`src/hw/rtl/tpdds_pkg.sv`:
```
// shared types, constants and helpers for the three-phase dds dac feeder
package tpdds_pkg;

  localparam int PHASE_BITS_DEF  = 16;
  localparam int SAMPLE_BITS_DEF = 16;
  localparam int REG_W           = 16;
  localparam int NUM_PHASES      = 3;
  localparam int NUM_SLOTS       = 6;

  localparam logic [31:0] PHASE_ONE_INIT   = 32'd0;
  localparam logic [31:0] PHASE_TWO_INIT   = 32'd43690;
  localparam logic [31:0] PHASE_THREE_INIT = 32'd21844;

  localparam logic [REG_W-1:0] PHASE_STEP_RST = 16'd65000;
  localparam logic [REG_W-1:0] AMPLITUDE_RST  = 16'd1;

  localparam logic [3:0]  CMD_WRITE_UPDATE = 4'd3;
  localparam logic [30:0] HALF_PI_Q30      = 31'd1686629713;

  localparam logic [2:0] FIRST_WB_SLOT = 3'd3;
  localparam logic [2:0] LAST_SLOT     = 3'd5;

  typedef enum logic [0:0] {
    CFG_PHASE_STEP = 1'b0,
    CFG_AMPLITUDE  = 1'b1
  } cfg_idx_t;

  typedef struct packed {
    logic       vld;
    logic [3:0] chan;
    logic       last;
    logic [1:0] quad;
  } dds_tag_t;

  function automatic logic [3:0] chan_of_slot(input logic [2:0] slot);
    logic [3:0] ch;
    unique case (slot)
      3'd0:    ch = 4'd0;
      3'd1:    ch = 4'd1;
      3'd2:    ch = 4'd2;
      3'd3:    ch = 4'd4;
      3'd4:    ch = 4'd5;
      3'd5:    ch = 4'd6;
      default: ch = 4'd0;
    endcase
    return ch;
  endfunction

  function automatic logic [31:0] phase_init(input logic [1:0] idx);
    logic [31:0] v;
    unique case (idx)
      2'd0:    v = PHASE_ONE_INIT;
      2'd1:    v = PHASE_TWO_INIT;
      2'd2:    v = PHASE_THREE_INIT;
      default: v = PHASE_ONE_INIT;
    endcase
    return v;
  endfunction

endpackage

```
`src/hw/rtl/tpdds_phase_store.sv`:
```
// slot sequencer and phase accumulator memory with read-modify-write
module tpdds_phase_store #(
  parameter int PHASE_BITS = tpdds_pkg::PHASE_BITS_DEF
) (
  input  logic                        clk,
  input  logic                        rst_n,
  input  logic                        adv,
  input  logic                        in_valid,
  input  logic                        in_sample_tick,
  output logic                        in_stall,
  input  logic [tpdds_pkg::REG_W-1:0] phase_step,
  output logic [PHASE_BITS-1:0]       phase_o,
  output tpdds_pkg::dds_tag_t         tag_o
);
  import tpdds_pkg::*;

  localparam int SUM_W = ((PHASE_BITS > REG_W) ? PHASE_BITS : REG_W) + 1;

  logic [PHASE_BITS-1:0] mem [0:NUM_PHASES-1];

  logic                  init_r;
  logic [1:0]            init_cnt_r;
  logic                  active_r;
  logic [2:0]            slot_r;
  logic [PHASE_BITS-1:0] rd_r;
  dds_tag_t              tag_r;
  logic                  wb_r;
  logic [1:0]            addr_r;

  logic                  accept;
  logic                  slot_end;
  logic [1:0]            rd_addr;
  logic [SUM_W-1:0]      sum;

  assign slot_end = active_r && (slot_r == LAST_SLOT) && adv;
  assign in_stall = init_r || (active_r && !slot_end);
  assign accept   = in_valid && !in_stall;
  assign rd_addr  = (slot_r >= FIRST_WB_SLOT) ? 2'(slot_r - FIRST_WB_SLOT) : slot_r[1:0];
  assign sum      = SUM_W'(rd_r) + SUM_W'(phase_step);

  // clearing pass after reset, then slot sequencing
  always_ff @(posedge clk) begin
    if (!rst_n) begin
      init_r     <= 1'b1;
      init_cnt_r <= 2'd0;
      active_r   <= 1'b0;
      slot_r     <= 3'd0;
    end else begin
      if (init_r) begin
        init_cnt_r <= init_cnt_r + 2'd1;
        if (init_cnt_r == 2'(NUM_PHASES - 1)) begin
          init_r <= 1'b0;
        end
      end
      if (accept) begin
        active_r <= in_sample_tick;
        slot_r   <= 3'd0;
      end else if (slot_end) begin
        active_r <= 1'b0;
        slot_r   <= 3'd0;
      end else if (active_r && adv) begin
        slot_r <= slot_r + 3'd1;
      end
    end
  end

  always_ff @(posedge clk) begin
    if (!rst_n) begin
      tag_r <= '0;
    end else if (adv) begin
      tag_r.vld  <= active_r && !init_r;
      tag_r.chan <= chan_of_slot(slot_r);
      tag_r.last <= (slot_r == LAST_SLOT);
      tag_r.quad <= 2'd0;
    end
  end

  // memory read port, registered
  always_ff @(posedge clk) begin
    if (adv) begin
      rd_r   <= mem[rd_addr];
      wb_r   <= (slot_r >= FIRST_WB_SLOT);
      addr_r <= rd_addr;
    end
  end

  // memory write port
  always_ff @(posedge clk) begin
    if (init_r) begin
      mem[init_cnt_r] <= PHASE_BITS'(phase_init(init_cnt_r));
    end else if (adv && tag_r.vld && wb_r) begin
      mem[addr_r] <= sum[PHASE_BITS-1:0];
    end
  end

  assign phase_o = rd_r;
  assign tag_o   = tag_r;

endmodule

```
`config.mk`:
```
export PLATFORM = sky130hd
export DESIGN_NAME = tpdds_phase_store
export DESIGN_NICKNAME = d
export VERILOG_FILES = /design/src/hw/rtl/tpdds_pkg.sv /design/src/hw/rtl/tpdds_phase_store.sv
export SDC_FILE = /design/constraint.sdc
export NUM_CORES = 1
export LEC_CHECK = 0
export BUFFER_PORTS_ARGS = -buffer_cell sky130_fd_sc_hd__buf_2
export CAP_MARGIN = 10
export CORE_MARGIN = 2
export CORE_UTILIZATION = 48
export CTS_BUF_LIST = sky130_fd_sc_hd__clkbuf_4
export CTS_CLUSTER_DIAMETER = 150
export DETAILED_ROUTE_END_ITERATION = 10
export HOLD_SLACK_MARGIN = 0.08
export PLACE_DENSITY_LB_ADDON = 0.1
export SYNTH_ARGS = -nofsm -noshare
export SYNTH_HDL_FRONTEND = slang
export SYNTH_SLANG_ARGS = --single-unit
```
`constraint.sdc`:
```
create_clock -name clk -period 4.3 [get_ports clk]
set_input_delay 0.215 -clock clk [delete_from_list [all_inputs] [get_ports clk]]
set_output_delay 0.215 -clock clk [all_outputs]
set_load 0.01 [all_outputs]
```
After elaboration in Yosys (flattened, before gate mapping)
Memories as Yosys holds them, arrays and structs flattened. A register that Yosys moved wholly into a read port is not among the register bits.
Cells that the tools add are included.
{"block": "word_totals", "register_bits": 16, "n_memories": 1, "input_bits": 21, "word_cells": 54, "ramBits": 48, "out_inout_bits": 25}
{"memory": "mem", "depth": 3, "width": 16, "read_ports": 1, "rd_ports_with_merged_regs": 1, "wr": 1, "line": "tpdds_phase_store.sv:19", "text": "logic [PHASE_BITS-1:0] mem [0:NUM_PHASES-1];"}
{"block": "op_classes", "bitwise": 1, "muxes": 16, "addsub": 4, "magnitude_cmp": 1, "reduce_logical": 15, "eq_ne": 7}
{"operator": "$mux W16", "n": 2}
{"operator": "$pmux W16 S2", "n": 1}
{"operator": "$add A16 B16 Y16", "n": 1}
{"operator": "$reduce_or A16 Y1", "n": 1}
{"operator": "$pmux W3 S5", "n": 1}
{"operator": "$mux W1", "n": 10}
{"operator": "$logic_and A1 B1 Y1", "n": 8}
{"operator": "$eq A3 B2 Y1 const B", "n": 2}
{"operator": "$eq A3 B3 Y1 const B", "n": 2}
{"operator": "$mux W2", "n": 2}
{"operator": "$add A3 B1 Y3 const B", "n": 1}
{"operator": "$eq A3 B1 Y1 const B", "n": 1}
{"operator": "$ge A3 B2 Y1 const B", "n": 1}
{"operator": "$logic_not A1 Y1", "n": 3}
{"operator": "$reduce_or A3 Y1", "n": 1}
{"operator": "$add A2 B1 Y2 const B", "n": 1}
{"operator": "$eq A2 B1 Y1 const B", "n": 1}
{"operator": "$eq A2 B2 Y1 const B", "n": 1}
{"operator": "$reduce_bool A2 Y1", "n": 1}
{"operator": "$sub A2 B2 Y2 const B", "n": 1}
{"operator": "$logic_or A1 B1 Y1", "n": 1}
{"operator": "$not A1 Y1", "n": 1}

Depth between registers and ports, before layout
{"block": "depth", "depth_word": 9, "mapped_depth": 10, "ltp_nobuf": 8}

Worst setup path after synthesis
Ideal clock, no wire load.
{"block": "synth_path", "kind": "register -> register", "startpoint": "reg init_r", "endpoint": "mem mem[0][0] in the netlist's numbering, enable pin", "required_time_ps": 3884, "period_less_slack_ps": 2618, "stages_incl_launch_ff": 5, "path_slack_ps": 1682, "setup_ps": 416, "arrival_ps": 2202, "path_buffers": 1, "cell_sequence": "dfxtp_1 > inv_1 > nand4_1 > clkbuf_1 > o32ai_1"}
{"block": "synth_via", "elab_chain_len": 4, "word_cells_on_any_way": 7, "classes_between": "mux: 6; reduce/logical: 1"}
{"element": "from (decl)", "line": "tpdds_phase_store.sv:21", "text": "logic init_r;"}
{"element": "from (signal assigned)", "line": "tpdds_phase_store.sv:44", "text": "init_r <= 1'b1;"}
{"element": "from (signal assigned)", "line": "tpdds_phase_store.sv:52", "text": "init_r <= 1'b0;"}
{"element": "$mux W1", "line": "tpdds_phase_store.sv:89", "text": "if (init_r) begin"}
{"element": "$mux W1 (not written as such)", "line": "tpdds_phase_store.sv:92", "text": "mem[addr_r] <= sum[PHASE_BITS-1:0];"}
{"element": "$reduce_or A16 Y1 (no line)"}
{"element": "$mux W2 (no line) or $mux W1 (tied branches)"}
{"element": "to (decl)", "line": "tpdds_phase_store.sv:19"}
Parallel ways exist; a longest one is shown, timed or not.

Worst setup path in the final report
{"block": "layout_path", "startpoint": "reg rd_r[0], in the netlist phase_o[0] (read register of mem)", "endpoint": "mem mem[0][12] in the netlist's numbering (data pin)"}
{"block": "layout_via", "elab_chain_len": 2}
{"element": "from (decl)", "line": "tpdds_phase_store.sv:25", "text": "logic [PHASE_BITS-1:0] rd_r;"}
{"element": "$add A16 B16 Y16", "line": "tpdds_phase_store.sv:39", "text": "assign sum = SUM_W'(rd_r) + SUM_W'(phase_step);"}
{"element": "$mux W16 (no line)"}
Every way passes these cells.

==> metrics.md <==
| Metric | Value |
|---|---|
| Die X | `94.6 um` |
| Final hold vios | `0` |
| Die height | `94.6 um` |
| Sw Share | `between 30% and 40%` |
| Share of cells above drive strength 1 | `approximately 17%` |
| Synth top area share | `51.0%` |
| Final TNS setup | `0 ps` |
| Pin count of the biggest net entering global routing | `34` |
| Vias | `2,780` |
| Worst clock skew | `12.0 ps` |
| CTS clk-pin slew, worst paths | `140 ps` |
| Post-DP HPWL | `5.83 mm` |
| Max Clock Freq | `381 MHz` |
| Critical Path Source | `phase_o[0]` |
| Leakage | `1.69 nW` |
| Cell area after synthesis | `approximately 3900 um^2` |
| Post-Syn Instances | `roughly 350` |
| Max rail drop VDD | `0.354 mV` |
| Initial DRT Pass Iterations | `4` |
| Initial antenna violation count | `0` |
| Max-cap violations | `0` |
| Core area | `slightly above 8000 um^2` |
| Number of global-route vias before repair | `2,711` |
| Yosys cell types | `43` |
| Yosys warnings | `0` |
| Hold wc startpoint | `phase_step[0]` |
| Setup crit end kind | `flop` |
| Avg Synthesized Cell Area | `11.4 um^2` |
| Simple-gate share of the synthesized area | `under 10%` |
| All-Layer GR Usage | `20.5%` |
| Critical path arrival | `2900 ps` |
| Mux share of post-synthesis cell area | `4.82%` |
| Row Count | `33` |
| PD cells | `551 nW/um^2` |
| Root buf cell | `clkbuf_4` |
| Post-route total power | `2.46 mW` |
| Crit path max fanout | `3` |
| Period utilization | `between 60% and 70%` |
| Minimum clock period | `between 2000 and 3000 ps` |
| Top FF cell, synth | `edfxtp_1` |
| Yosys top cell by area | `edfxtp_1` |
| Number of H-tree levels | `3` |
| Slew HR | `36.1%` |
| Status | `completed` |
| Ports | `46` |
| Data required, critical path | `about 4600 ps` |
| Max Transition Viols Final | `0` |
| Async set-or-reset flop fraction in the synthesized netlist | `0%` |
| Seq cells post-synth | `79` |
| CTS tree | `built` |
| Antenna-violating nets left | `0` |
| P_int | `1.62 mW` |
| Combinational share of power | `31.3%` |
| # diodes | `0` |
| Post-synth EDFFs | `67` |
| Unrepaired setup endpoints after global routing | `false` |
| Sequential fraction of the synthesis area | `57.1%` |
| Max clock buf depth | `2` |
| CTS buffer count | `9` |
| Average wire per standard cell | `16.7 um` |
| Worst-margin pin slew | `958 ps` |
| GRT Residual Overflow | `0` |
| Vias per cell | `5.56` |
| FF-to-FF Start | `phase_o[0]` |
| Largest family of logic cells by synthesized area | `compound AO/OA/AOI/OAI gates` |
| Post-synthesis compound-gate area fraction | `14.2%` |
| Initial core utilization | `around 49%` |
| First-pass GRT wire length | `13.6 mm` |
| Final setup vio count | `0` |
| WL final | `8.36 mm` |
| Crit path launch type | `flop` |
| Clock power share | `18.7%` |
| Top cells by area, synth | `edfxtp_1, ha_1, dfxtp_1` |
| NetSw | `0.838 mW` |
| Crit path kind | `reg -> reg` |
| Final Util | `55.1%` |
| Adder-cell area share of the yosys netlist | `7.49%` |
| # fillers | `737` |
| Initial DRC Count | `146` |
| Post-CTS setup buffer count | `0` |
| Skew-Pair Late Insertion Delay | `430 ps` |
| Clock Sinks | `79` |
| Nets | `434` |
| Area grow syn2layout | `13.1%` |
| # DRC | `0` |
| Die area | `8960 um^2` |
| Register-to-register setup slack | `around 1700 ps` |
| Routability cong. | `0.865` |
| Port Buffers | `42` |
| Seq pwr share | `50.1%` |
| Xor and xnor fraction of the mapped netlist area | `~2.7%` |
| Worst hold path class | `in -> reg` |
## registers in the layout (all words and copies together) (netlist names)
signal      cells
active_r        1
addr_r          2
init_cnt_r      2
init_r          1
mem            48
phase_o        16
slot_r          3
tag_o           5
wb_r            1
## power groups by stage
| stage | Combinational, mW | Clock, mW | Sequential (mW) |
|---|---|---|---|
| after floorplan | 0.496 | 0 | 1.26 |
| after global placement | 0.760 | 0 | 1.24 |
| after detailed placement | 0.768 | 0 | 1.25 |
| after CTS | 0.775 | 0.471 | 1.23 |
| after global routing | 0.869 | 0.503 | 1.26 |
| final | 0.768 | 0.459 | 1.23 |
## critical path: stages, from the launching register on
cell,delay [ps]
edfxtp_1,410
ha_1,220
fa_1,420
a21o_1,200
a21o_1,220
a211o_1,340
and4_4,190
or3_1,350
nand3_1,120
## cells by family after synthesis
group                      count (synthesis)
muxes                                     19
and+or+nand+nor                           84
buffers and inverters                     36
xor gates and xnor gates                  12
DFF                                       79
AOI/OAI and AO/OA                         91
adders and majority gates                 23
other                                      1
## metrics by stage
step	area [um^2]	hold slack, ps	worst slack (ps)	instances
floorplan	3950	327	1680	347
global placement	4280	460	1780	481
detailed placement	4280	465	1730	481
CTS	4460	249	1680	500
global route	4460	280	1520	500
finish	4460	265	1680	500
## cells in the mapped netlist (all sizes together), types with 3 or more instances
master  number
nand4        3
o21ai       39
a21boi       3
ha          22
inv         18
mux2i       19
nor2        11
xnor2       10
nor3         8
edfxtp      67
a21o         7
o32ai        3
nand3       12
a31oi        3
dfxtp       12
a21oi       16
o31ai        3
nand2       39
clkbuf      12
buf          6
o211ai       3
o21bai       3
## metal layers
metal | up-vias | track usage [%] | wire, um | part of all wire, %
li1 | 1361 | - | - | -
met1 | 1329 | 25.0 | 3610 | 43
met3 | 11 | 4.47 | 420 | 5.0
met2 | 79 | 35.0 | 4180 | 50
met5 | - | 0 | 0 | 0
met4 | 0 | 9.06 | 154 | 1.8
## area by class of cell
class,instances,area [um^2],area share [%]
timing repair buffer,50,278,6.23
inverter,18,67.6,1.52
clock buffer,9,67.6,1.52
tap,105,131,2.95
sequential,79,2250,50.5
multi-input combinational,232,1580,35.5
clock inverter,7,80.1,1.80
## layout by cell type, fill, tap and decap left out, types with 3 or more instances in the layout
cell,count
a21boi_0,3
a21o_1,7
a21oi_1,16
a31oi_1,3
buf_2,42
buf_4,5
clkbuf_4,9
conb_1,3
dfxtp_1,12
dlygate4sd3_1,3
edfxtp_1,67
ha_1,22
inv_1,18
mux2i_1,19
nand2_1,39
nand3_1,12
nand4_1,3
nor2_1,11
nor3_1,8
o211ai_1,3
o21ai_0,38
o21bai_1,3
o31ai_1,3
xnor2_1,10
## final timing paths
kind | end | depth (start not counted)
hold reg to reg | tag_o[2] | 2
hold / removal | mem[0][0] | 3
setup reg to reg | mem[0][12] | 8
setup / recovery | mem[0][12] | 8
## what timing repair did
| item | CTS | global route |
|---|---|---|
| gates resized for setup | 0 | 0 |
| hold buffers | 3 | 0 |
| hold endpoints to repair | 5 | 0 |
Power figures use the tool's default switching activity.
